===== src/wsma_pkg.sv =====
// Shared constants, command codes and sequencer states for the wheel speed averager.
package wsma_pkg;

    localparam int DEFAULT_WINDOW     = 8;
    localparam int DEFAULT_COUNT_BITS = 16;

    localparam int TIME_W     = 32;
    localparam int RATE_W     = 32;
    localparam int RADIUS_W   = 16;
    localparam int RK_W       = 26;
    localparam int DT_SHIFT   = 6;
    localparam int DIV_W      = TIME_W + DT_SHIFT;
    localparam int DIV_STEPS  = RATE_W;
    localparam int SPEED_FRAC = 16;

    localparam logic [RATE_W-1:0]   PI_HALF_Q30  = 32'd1686629713;
    localparam logic [9:0]          SPEED_SCALE  = 10'd1000;
    localparam logic [RADIUS_W-1:0] RADIUS_RESET = 16'd3277;

    typedef enum logic [1:0] {
        CMD_LEFT   = 2'd0,
        CMD_RIGHT  = 2'd1,
        CMD_UPDATE = 2'd2
    } cmd_t;

    typedef enum logic [3:0] {
        ST_IDLE,
        ST_MUL_RATE,
        ST_RATE_PREP,
        ST_DIV_RATE,
        ST_RING_SUB,
        ST_RING_ADD,
        ST_AVG_PREP,
        ST_DIV_AVG,
        ST_SPEED_PREP,
        ST_MUL_SPEED,
        ST_EMIT
    } state_t;

endpackage


===== src/wsma_ram.sv =====
// Generic single write port RAM with one registered read port.
module wsma_ram #(
    parameter int WIDTH = 32,
    parameter int DEPTH = 8
) (
    input  logic                                     clk,
    input  logic                                     wr_en,
    input  logic [((DEPTH > 1) ? $clog2(DEPTH) : 1)-1:0] wr_addr,
    input  logic [WIDTH-1:0]                         wr_data,
    input  logic                                     rd_en,
    input  logic [((DEPTH > 1) ? $clog2(DEPTH) : 1)-1:0] rd_addr,
    output logic [WIDTH-1:0]                         rd_data
);

    logic [WIDTH-1:0] mem_reg [DEPTH];
    logic [WIDTH-1:0] rd_data_reg;

    always_ff @(posedge clk)
    begin
        if (wr_en)
        begin
            mem_reg[wr_addr] <= wr_data;
        end
        if (rd_en)
        begin
            rd_data_reg <= mem_reg[rd_addr];
        end
    end

    assign rd_data = rd_data_reg;

endmodule


===== src/wheel_speed_moving_average_core.sv =====
// Wheel encoder pulse counter with serial rate divider and moving average of angular rate.
//
//  channel  | handshake               | payload
//  ---------+-------------------------+--------------------------------------------
//  input    | in_valid / in_stall     | cmd, time_us
//  output   | out_valid / out_stall   | angle_rate, linear_speed, zero_interval
//  config   | cfg_wr_en               | cfg_wr_data (wheel radius, Q0.16)
//
// Pulse commands, ignored commands and the first update are taken while idle without raising
// in_stall. A later update holds in_stall high after its transfer until its result is
// registered: two bit-serial shift-add multiplies and two bit-serial restoring divides
// through one shared unit each, plus six further steps.
// rst_n clears counts, timestamp, ring valid bits, ring sum and index; the ring reads as zero.
// in_stall stays high until the update result sits in the output register; a stalled
// output holds the sequencer in its last step only when a second result is ready.
module wheel_speed_moving_average_core
    import wsma_pkg::*;
#(
    parameter int WINDOW     = DEFAULT_WINDOW,
    parameter int COUNT_BITS = DEFAULT_COUNT_BITS
) (
    input  logic                clk,
    input  logic                rst_n,
    input  logic                in_valid,
    output logic                in_stall,
    input  logic [1:0]          cmd,
    input  logic [TIME_W-1:0]   time_us,
    output logic                out_valid,
    input  logic                out_stall,
    output logic [RATE_W-1:0]   angle_rate,
    output logic [RATE_W-1:0]   linear_speed,
    output logic                zero_interval,
    input  logic                cfg_wr_en,
    input  logic [RADIUS_W-1:0] cfg_wr_data
);

    localparam int IDX_W  = (WINDOW > 1) ? $clog2(WINDOW) : 1;
    localparam int SUM_W  = RATE_W + $clog2(WINDOW);
    localparam int MB_W   = (COUNT_BITS > RK_W) ? COUNT_BITS : RK_W;
    localparam int PW     = RATE_W + MB_W;
    localparam int STEP_W = $clog2((MB_W > DIV_STEPS) ? MB_W : DIV_STEPS);
    localparam logic [IDX_W-1:0]  LAST_IDX = IDX_W'(WINDOW - 1);
    localparam logic [STEP_W-1:0] MUL_LAST = STEP_W'(MB_W - 1);
    localparam logic [STEP_W-1:0] DIV_LAST = STEP_W'(DIV_STEPS - 1);

    state_t state_reg, state_next;

    logic [STEP_W-1:0]     step_reg, step_next;
    logic [COUNT_BITS-1:0] left_reg, left_next;
    logic [COUNT_BITS-1:0] right_reg, right_next;
    logic [TIME_W-1:0]     last_time_reg, last_time_next;
    logic                  time_seen_reg, time_seen_next;
    logic [RADIUS_W-1:0]   radius_reg, radius_next;
    logic [WINDOW-1:0]     valid_reg, valid_next;
    logic [IDX_W-1:0]      idx_reg, idx_next;
    logic [SUM_W-1:0]      sum_reg, sum_next;
    logic                  out_valid_reg, out_valid_next;

    logic [PW-1:0]         acc_reg, acc_next;
    logic [RATE_W-1:0]     mul_a_reg, mul_a_next;
    logic [DIV_W-1:0]      rem_reg, rem_next;
    logic [RATE_W-1:0]     q_reg, q_next;
    logic [DIV_W-1:0]      divisor_reg, divisor_next;
    logic [TIME_W-1:0]     dt_reg, dt_next;
    logic [RATE_W-1:0]     sample_reg, sample_next;
    logic                  sat_reg, sat_next;
    logic                  zero_reg, zero_next;
    logic [RATE_W-1:0]     angle_reg, angle_next;
    logic [RATE_W-1:0]     speed_reg, speed_next;
    logic                  zero_out_reg, zero_out_next;

    logic                  accept_in;
    logic                  update_go;
    logic                  out_free;
    logic                  mul_last;
    logic                  div_last;
    logic [COUNT_BITS:0]   pulse_sum;
    logic [RATE_W:0]       mul_sum;
    logic [PW-1:0]         acc_step;
    logic [DIV_W+1:0]      div_trial;
    logic [DIV_W-1:0]      rem_step;
    logic [RATE_W-1:0]     q_step;
    logic [RK_W-1:0]       radius_scaled;
    logic                  rate_sat;
    logic                  speed_sat;
    logic [RATE_W-1:0]     old_sample;
    logic                  ram_rd_en;
    logic                  ram_wr_en;
    logic [RATE_W-1:0]     ram_rd_data;

    // arithmetic steps
    assign accept_in = in_valid && !in_stall;
    assign update_go = accept_in && (cmd == CMD_UPDATE) && time_seen_reg;
    assign out_free  = !out_valid_reg || !out_stall;
    assign mul_last  = (step_reg == MUL_LAST);
    assign div_last  = (step_reg == DIV_LAST);
    assign pulse_sum = {1'b0, left_reg} + {1'b0, right_reg};

    assign mul_sum  = {1'b0, acc_reg[PW-1:MB_W]} + (acc_reg[0] ? {1'b0, mul_a_reg} : '0);
    assign acc_step = {mul_sum, acc_reg[MB_W-1:1]};

    assign div_trial = {1'b0, rem_reg, q_reg[RATE_W-1]} - {2'b00, divisor_reg};
    assign rem_step  = div_trial[DIV_W+1] ? {rem_reg[DIV_W-2:0], q_reg[RATE_W-1]}
                                          : div_trial[DIV_W-1:0];
    assign q_step    = {q_reg[RATE_W-2:0], !div_trial[DIV_W+1]};

    assign radius_scaled = RK_W'(radius_reg) * RK_W'(SPEED_SCALE);
    assign rate_sat      = (acc_reg >> RATE_W) >= PW'({dt_reg, DT_SHIFT'(0)});
    assign speed_sat     = (acc_reg >> (SPEED_FRAC + RATE_W)) != '0;
    assign old_sample    = valid_reg[idx_reg] ? ram_rd_data : '0;

    wsma_ram #(
        .WIDTH (RATE_W),
        .DEPTH (WINDOW)
    ) u_ring (
        .clk     (clk),
        .wr_en   (ram_wr_en),
        .wr_addr (idx_reg),
        .wr_data (sample_reg),
        .rd_en   (ram_rd_en),
        .rd_addr (idx_reg),
        .rd_data (ram_rd_data)
    );

    // next state
    always_comb
    begin
        state_next = state_reg;
        case (state_reg)
            ST_IDLE:
            begin
                if (update_go)
                begin
                    state_next = ST_MUL_RATE;
                end
            end
            ST_MUL_RATE:
            begin
                if (mul_last)
                begin
                    state_next = ST_RATE_PREP;
                end
            end
            ST_RATE_PREP:  state_next = ST_DIV_RATE;
            ST_DIV_RATE:
            begin
                if (div_last)
                begin
                    state_next = ST_RING_SUB;
                end
            end
            ST_RING_SUB:   state_next = ST_RING_ADD;
            ST_RING_ADD:   state_next = ST_AVG_PREP;
            ST_AVG_PREP:   state_next = ST_DIV_AVG;
            ST_DIV_AVG:
            begin
                if (div_last)
                begin
                    state_next = ST_SPEED_PREP;
                end
            end
            ST_SPEED_PREP: state_next = ST_MUL_SPEED;
            ST_MUL_SPEED:
            begin
                if (mul_last)
                begin
                    state_next = ST_EMIT;
                end
            end
            ST_EMIT:
            begin
                if (out_free)
                begin
                    state_next = ST_IDLE;
                end
            end
            default:       state_next = ST_IDLE;
        endcase
    end

    // sequencer outputs
    always_comb
    begin
        in_stall  = 1'b1;
        ram_rd_en = 1'b0;
        ram_wr_en = 1'b0;
        case (state_reg)
            ST_IDLE:
            begin
                in_stall  = 1'b0;
                ram_rd_en = update_go;
            end
            ST_RING_ADD:
            begin
                ram_wr_en = 1'b1;
            end
            default:
            begin
                in_stall = 1'b1;
            end
        endcase
    end

    // datapath
    always_comb
    begin
        step_next      = '0;
        left_next      = left_reg;
        right_next     = right_reg;
        last_time_next = last_time_reg;
        time_seen_next = time_seen_reg;
        radius_next    = cfg_wr_en ? cfg_wr_data : radius_reg;
        valid_next     = valid_reg;
        idx_next       = idx_reg;
        sum_next       = sum_reg;
        out_valid_next = out_valid_reg && out_stall;
        acc_next       = acc_reg;
        mul_a_next     = mul_a_reg;
        rem_next       = rem_reg;
        q_next         = q_reg;
        divisor_next   = divisor_reg;
        dt_next        = dt_reg;
        sample_next    = sample_reg;
        sat_next       = sat_reg;
        zero_next      = zero_reg;
        angle_next     = angle_reg;
        speed_next     = speed_reg;
        zero_out_next  = zero_out_reg;

        case (state_reg)
            ST_IDLE:
            begin
                if (accept_in)
                begin
                    case (cmd)
                        CMD_LEFT:  left_next  = left_reg + 1'b1;
                        CMD_RIGHT: right_next = right_reg + 1'b1;
                        CMD_UPDATE:
                        begin
                            last_time_next = time_us;
                            time_seen_next = 1'b1;
                            if (time_seen_reg)
                            begin
                                dt_next    = time_us - last_time_reg;
                                zero_next  = (time_us == last_time_reg);
                                acc_next   = PW'(pulse_sum[COUNT_BITS:1]);
                                mul_a_next = PI_HALF_Q30;
                                left_next  = '0;
                                right_next = '0;
                            end
                        end
                        default:   left_next  = left_reg;
                    endcase
                end
            end
            ST_MUL_RATE, ST_MUL_SPEED:
            begin
                acc_next  = acc_step;
                step_next = mul_last ? '0 : step_reg + 1'b1;
            end
            ST_RATE_PREP:
            begin
                divisor_next = {dt_reg, DT_SHIFT'(0)};
                rem_next     = DIV_W'(acc_reg >> RATE_W);
                q_next       = acc_reg[RATE_W-1:0];
                sat_next     = rate_sat;
            end
            ST_DIV_RATE, ST_DIV_AVG:
            begin
                rem_next  = rem_step;
                q_next    = q_step;
                step_next = div_last ? '0 : step_reg + 1'b1;
            end
            ST_RING_SUB:
            begin
                sample_next = sat_reg ? '1 : q_reg;
                sum_next    = sum_reg - SUM_W'(old_sample);
            end
            ST_RING_ADD:
            begin
                sum_next            = sum_reg + SUM_W'(sample_reg);
                valid_next[idx_reg] = 1'b1;
                idx_next            = (idx_reg == LAST_IDX) ? '0 : idx_reg + 1'b1;
            end
            ST_AVG_PREP:
            begin
                divisor_next = DIV_W'(WINDOW);
                rem_next     = DIV_W'(sum_reg >> RATE_W);
                q_next       = sum_reg[RATE_W-1:0];
            end
            ST_SPEED_PREP:
            begin
                mul_a_next = q_reg;
                acc_next   = PW'(radius_scaled);
            end
            ST_EMIT:
            begin
                if (out_free)
                begin
                    out_valid_next = 1'b1;
                    angle_next     = q_reg;
                    speed_next     = speed_sat ? '1
                                               : acc_reg[SPEED_FRAC+RATE_W-1:SPEED_FRAC];
                    zero_out_next  = zero_reg;
                end
            end
            default:
            begin
                step_next = '0;
            end
        endcase
    end

    always_ff @(posedge clk or negedge rst_n)
    begin
        if (!rst_n)
        begin
            state_reg     <= ST_IDLE;
            step_reg      <= '0;
            left_reg      <= '0;
            right_reg     <= '0;
            last_time_reg <= '0;
            time_seen_reg <= 1'b0;
            radius_reg    <= RADIUS_RESET;
            valid_reg     <= '0;
            idx_reg       <= '0;
            sum_reg       <= '0;
            out_valid_reg <= 1'b0;
        end
        else
        begin
            state_reg     <= state_next;
            step_reg      <= step_next;
            left_reg      <= left_next;
            right_reg     <= right_next;
            last_time_reg <= last_time_next;
            time_seen_reg <= time_seen_next;
            radius_reg    <= radius_next;
            valid_reg     <= valid_next;
            idx_reg       <= idx_next;
            sum_reg       <= sum_next;
            out_valid_reg <= out_valid_next;
        end
    end

    always_ff @(posedge clk)
    begin
        acc_reg      <= acc_next;
        mul_a_reg    <= mul_a_next;
        rem_reg      <= rem_next;
        q_reg        <= q_next;
        divisor_reg  <= divisor_next;
        dt_reg       <= dt_next;
        sample_reg   <= sample_next;
        sat_reg      <= sat_next;
        zero_reg     <= zero_next;
        angle_reg    <= angle_next;
        speed_reg    <= speed_next;
        zero_out_reg <= zero_out_next;
    end

    assign out_valid     = out_valid_reg;
    assign angle_rate    = angle_reg;
    assign linear_speed  = speed_reg;
    assign zero_interval = zero_out_reg;

    // the ring sum never exceeds WINDOW full-scale samples
    assert property (@(posedge clk) disable iff (!rst_n)
        (sum_reg >> RATE_W) < SUM_W'(WINDOW))
        else $error("ring sum beyond window bound");

    // a zero time step always saturates the sample
    assert property (@(posedge clk) disable iff (!rst_n)
        (state_reg == ST_RING_SUB) && zero_reg |-> sat_reg)
        else $error("zero interval without saturation");

    // a new result appears only out of the final step
    assert property (@(posedge clk) disable iff (!rst_n)
        $rose(out_valid_reg) |-> $past(state_reg) == ST_EMIT)
        else $error("result raised outside final step");

    // each ring write advances the index
    assert property (@(posedge clk) disable iff (!rst_n)
        (state_reg == ST_RING_ADD) && (WINDOW > 1) |=> idx_reg != $past(idx_reg))
        else $error("ring index did not advance");

endmodule

===== config.mk =====
export PLATFORM = sky130hd
export DESIGN_NAME = wheel_speed_moving_average_core
export DESIGN_NICKNAME = d
export VERILOG_FILES = /design/src/wsma_pkg.sv /design/src/wsma_ram.sv /design/src/wheel_speed_moving_average_core.sv
export SDC_FILE = /design/constraint.sdc
export NUM_CORES = 2
export LEC_CHECK = 0
export BUFFER_PORTS_ARGS = -buffer_cell sky130_fd_sc_hd__buf_2
export CAP_MARGIN = 20
export CORE_ASPECT_RATIO = 0.9
export CORE_MARGIN = 3
export CORE_UTILIZATION = 60
export DETAILED_ROUTE_END_ITERATION = 8
export GPL_ROUTABILITY_DRIVEN = 0
export MAX_ROUTING_LAYER = met4
export PLACE_DENSITY = 0.81
export SLEW_MARGIN = 15
export SYNTH_ARGS = -nofsm -noshare
export SYNTH_HDL_FRONTEND = slang
export SYNTH_SLANG_ARGS = --single-unit

===== constraint.sdc =====
create_clock -name clk -period 10.8 [get_ports clk]
set_clock_uncertainty 0.15 [all_clocks]
set_input_delay 3.24 -clock clk [delete_from_list [all_inputs] [get_ports clk]]
set_output_delay 3.24 -clock clk [all_outputs]
set_load 0.01 [all_outputs]

Yosys cells after proc, flatten, opt, wreduce, memory -nomap -nowiden --
Memory sizes are Yosys's and may differ from the RTL's. A register that Yosys moved wholly into a read port is not among the register bits. Cells that the tools add are included.
Word-level totals: output and inout port bits 67, input bits 55, register bits after elaboration 466, memories kept 1, memory bits (writable) 256, logic and storage cells 134
Operators by class: add/sub/neg operators 10, reduce and logical (&&, ||, !) cells 29, bitwise operators 1, multipliers 1, muxes and demuxes 40, magnitude comparators 3, equality and inequality tests 26
Memory list:
- u_ring.mem_reg | depth 8, width 32, read ports 1, clocked after memory_dff 1, write ports 1, line wsma_ram.sv:15 | logic [WIDTH-1:0] mem_reg [DEPTH];
Operator list (number):
- $mux 58 | 3
- $pmux 58 s3 | 1
- $mux 32 | 5
- $pmux 38 s3 | 1
- $pmux 32 s3 | 1
- $pmux 38 s2 | 1
- $pmux 35 s2 | 1
- $pmux 16 s2 | 2
- $pmux 32 s2 | 1
- $reduce_bool 58->1 | 1
- $pmux 4 s11 | 1
- $sub 39x38->40 | 1
- $ge 26x38->1 | 1
- $mux 38 | 1
- $add 35x32->35 | 1
- $sub 35x32->35 | 1
- $add 32x32->33 | 1
- $add 16x1->16 const B | 2
- $eq 32x32->1 | 1
- $sub 32x32->32 | 1
- $mux 4 | 6
- $mul 16x7->23 const B | 1
- $reduce_and 4->1 | 5
- $ne 2x2->1 const B | 9
- 33 further kinds | 61

Logic depth before layout (Yosys ltp) --
word-level depth 6, gate-level depth with buffers 22, mapped depth without buffers 19

Modules after synthesis --
A second synthesis with hierarchy kept.
Unflattened totals: cells, all modules 3328, area total of the unflattened synthesis 40372.5 um^2
By module, submodules not included:
- wheel_speed_moving_average_core | area an instance 29585.9 um^2, instances 1, seq. area each 13166.4 um^2, cells an instance 2913
- wsma_ram | area an instance 10786.6 um^2, instances 1, seq. area each 8648.3 um^2, cells an instance 415

Least setup slack after synthesis --
OpenSTA, ideal clock, no wires.
path kind input to register, start point input port cmd[0], end point register acc_reg[0] (enable), required time 10.105 ns, slack 2.617 ns, arrival 7.488 ns, stages 3, library setup time 0.545 ns, buffers on the path 0, cell sequence and3b_1 a21oi_1 nor3_1
On the way: cells in the longest elaborated chain, start to end 3
RTL lines:
- from (decl) | line wheel_speed_moving_average_core.sv:26 | input logic [1:0] cmd,
- $eq 2x2->1 | line wheel_speed_moving_average_core.sv:235 | case (cmd)
- $ne 2x1->1 (no source line)
- $reduce_and 4->1 (no source line)
- to (signal assigned) | line wheel_speed_moving_average_core.sv:348 | acc_reg <= acc_next;
- to (decl) | line wheel_speed_moving_average_core.sv:59 | logic [PW-1:0] acc_reg, acc_next;
No other way between the ends. A chain may end at the register's enable or synchronous reset.

Worst setup path in the final report --
start point register idx_reg[0], end point register sum_reg[31]
On the way: cells in the longest elaborated chain, start to end 5
RTL lines:
- from (decl) | line wheel_speed_moving_average_core.sv:55 | logic [IDX_W-1:0] idx_reg, idx_next;
- from (signal assigned) | line wheel_speed_moving_average_core.sv:340 | idx_reg <= idx_next;
- $bmux 1 s3 | line wheel_speed_moving_average_core.sv:110 | assign old_sample = valid_reg[idx_reg] ? ram_rd_data : '0;
- $mux 1 (implied by the code) | line wheel_speed_moving_average_core.sv:110
- $mux 32 | line wheel_speed_moving_average_core.sv:110
- $sub 35x32->35 | line wheel_speed_moving_average_core.sv:277 | sum_next = sum_reg - SUM_W'(old_sample);
- $pmux 35 s2 | line wheel_speed_moving_average_core.sv:230 | case (state_reg)
- to (signal assigned) | line wheel_speed_moving_average_core.sv:341 | sum_reg <= sum_next;
- to (decl) | line wheel_speed_moving_average_core.sv:56 | logic [SUM_W-1:0] sum_reg, sum_next;
No other way between the ends. The select of a mux whose other input is x is not followed.

==> results.json <==
{
  "clock-sinks": 749,
  "die_height_um": 251.2,
  "post-route-period-util_pct": 57.44,
  "yosysSeqAreaShare_pct": 54.43,
  "hp-class": "reg2reg",
  "holdBufCountCts": 0,
  "status": "finished clean",
  "vias": 28780,
  "critical_path_buf_inv_count": 1,
  "clk_pin_slew_ns": 0.06,
  "ctsResizeCount": 0,
  "whs_ns": 0.2891,
  "antenna_found_initial": 3,
  "seq_area_um2": 21810,
  "finalSetupViolations": 0,
  "synth-simple-area-share_pct": 12.80,
  "yosysMostFrequentCell": "edfxtp_1",
  "drtPass1Iterations": 9,
  "row_count": 89,
  "synth_mux_area_share_pct": 1.792,
  "yosys-top-cells-count": "edfxtp_1, nand2_1, ha_1, inv_1, nor2_1",
  "max_clock_freq_mhz": 161.2,
  "syn_nets": 3830,
  "placed_area_um2": 41590,
  "ir_worst_vdd_uv": 185.0,
  "grt.overflow.total": 0,
  "critical-path-top-delay-family": "simple AND/OR/NAND/NOR gates",
  "fin_area_um2": 44170,
  "synth-xor-area-share_pct": 3.825,
  "drt-initial-drc-count": 3294,
  "yosysUniqueCellTypes": 79,
  "end_kind": "register",
  "grt_max_degree": 78,
  "synth_area_um2": 40080,
  "synth_enable_flop_cells": 612,
  "hpwl_mm": 67.87,
  "syn_avg_cell_area_um2": 11.48,
  "synthTopCellsByArea": "edfxtp_1, dfrtp_1, ha_1",
  "ys_ff_latch": 749,
  "final_nets": 3922,
  "cts_tree": "done",
  "cp.arrival_ns": 6.61,
  "routed_via_density": 6.377,
  "root_buffer": "clkbuf_16",
  "grt_first_pass_wirelength_mm": 154.4,
  "drive_above_1_share_pct": 12.45,
  "numCtsBuffers": 78,
  "drc_errors": 0,
  "synth_area_leader_cell": "edfxtp_1",
  "rsz0062_at_grt": "false",
  "synth_adder_area_share_pct": 9.953,
  "max_stage_delay_ns": 0.62,
  "synth_compound_area_share_pct": 13.74,
  "multi_input_area_um2": 16980,
  "cap_violations": 0,
  "worstMarginPinSlew_ns": 1.046,
  "async_flop_share_pct": 18.29,
  "syn_inst": 3491,
  "grt_pass1_vias": 26990,
  "drtAntennaViolNets": 0,
  "crit_path_cell_trace": "mux4_2, mux2_2, nand2_1, ha_1, inv_1, a21oi_1, nor2_1, nor4_1, nor2_1, ha_1, a21oi_1, o21ai_0, or3_1, o2111ai_1, a21oi_1, nor2_1, nor4_1, or4_1, nand3_1",
  "tns_ns": 0,
  "core_um2": 65810,
  "syn_to_final_growth_pct": 10.22,
  "r2r_slack_ns": 4.60,
  "slew_viol_final": 0,
  "die_area_um2": 69930,
  "h-tree-depth": 3,
  "clk_latency_ns": 0.64,
  "postCtsSetupBuffers": 0,
  "port_buffers": 121,
  "yosys.area.top_type_share_pct": 45.86,
  "cp_max_fo": 29,
  "synth_flop_cell": "edfxtp_1",
  "clockBufferDepth": 3,
  "required_ns": 11.21,
  "leakagePower_nw": 17.45,
  "num_io_pins": 122,
  "period_needed_ns": 6.204,
  "p_per_area_nw_per_um2": 326.9,
  "wl_mm": 99.68,
  "grt_use_total_pct": 29.08,
  "relSlewSlack_pct": 30.08,
  "nFillCells": 4720,
  "startpoint_type": "register",
  "synth_top_family_by_area": "compound AO/OA/AOI/OAI gates",
  "routedWlPerCell_um": 22.09,
  "start_util_pct": 60.89,
  "cp_slowest_cell": "dfrtp_1",
  "largest_reg_flops": 256,
  "die_w_um": 278.4,
  "criticalPathCategory": "reg2reg",
  "yosysWarnings": 0,
  "fin_util_pct": 67.12,
  "finalHoldViolations": 0
}
==> metal layers <==
layer / routed length [um] / vias to the layer above / GRT usage [%] / share of wire [%]
met2: 44320 / 1455 / 41.87 / 44
met5: 0 / - / - / 0
li1: - / 13070 / - / -
met1: 43010 / 14060 / 42.74 / 43
met3: 9706 / 193 / 5.144 / 9.7
met4: 2652 / 0 / 8.355 / 2.7
==> power by group <==
group	switching (mW)	internal [mW]	total, mW
clock network	1.18	1.54	2.71
logic	4.21	2.75	6.96
registers	0.677	4.09	4.77
total	6.06	8.38	14.4
==> worst register-to-register path, cell delays in order, from the launching register on <==
cell and delay, ns:
dfrtp_1 0.62, mux4_2 0.56, mux2_2 0.50, nand2_1 0.19, ha_1 0.59, inv_1 0.30
a21oi_1 0.18, nor2_1 0.05, nor4_1 0.22, nor2_1 0.08, ha_1 0.36, a21oi_1 0.24
o21ai_0 0.14, or3_1 0.34, o2111ai_1 0.35, a21oi_1 0.19, nor2_1 0.29, nor4_1 0.14
or4_1 0.54, nand3_1 0.11
==> cell families after synthesis <==
group           after synthesis
buf+inv                     367
fa+ha+maj                   284
simple gates               1019
compound gates              832
mux                          65
flops                       749
xor+xnor                    175
==> metrics by stage <==
| stage | instances | total power [mW] | worst slack, ns |
|---|---|---|---|
| floorplan | 3491 | 9.698 | 2.617 |
| global placement | 4366 | 11.35 | 4.560 |
| detailed placement | 4366 | 11.56 | 4.318 |
| CTS | 4510 | 14.32 | 4.804 |
| global route | 4513 | 15.37 | 4.218 |
| finish | 4513 | 14.44 | 4.596 |
==> layout by cell type (no fill, tap or decap), drive strengths merged, types with 72 or more instances in the layout <==
cell and count:
and2 81, xnor2 88, a22oi 173, nor2 213, buf 160, clkbuf 93
ha 226, edfxtp 612, nand3 72, xor2 87, inv 225, dfrtp 130
nand2 274, or2 83, o21ai 186, a21o 75, a21oi 155
==> layout make-up <==
class	instances	area share [%]
Clock buffer	93	4.614
Sequential cell	749	49.39
Antenna cell	2	0.01133
Timing Repair Buffer	160	2.057
Tap cell	864	2.447
Multi-Input combinational cell	2375	38.45
Inverter	219	1.861
Clock inverter	51	1.170
==> worst paths after layout <==
kind,from,to,cells past startpoint
max in group asynchronous,rst_n,sum_reg[29],2
worst max-delay path,idx_reg[0],sum_reg[31],19
worst max register to register,idx_reg[0],sum_reg[31],19
min in group asynchronous,rst_n,radius_reg[14],1
worst min register to register,zero_reg,zero_interval,0
worst min-delay path,zero_reg,zero_interval,0
Power figures use the tool's default switching activity.
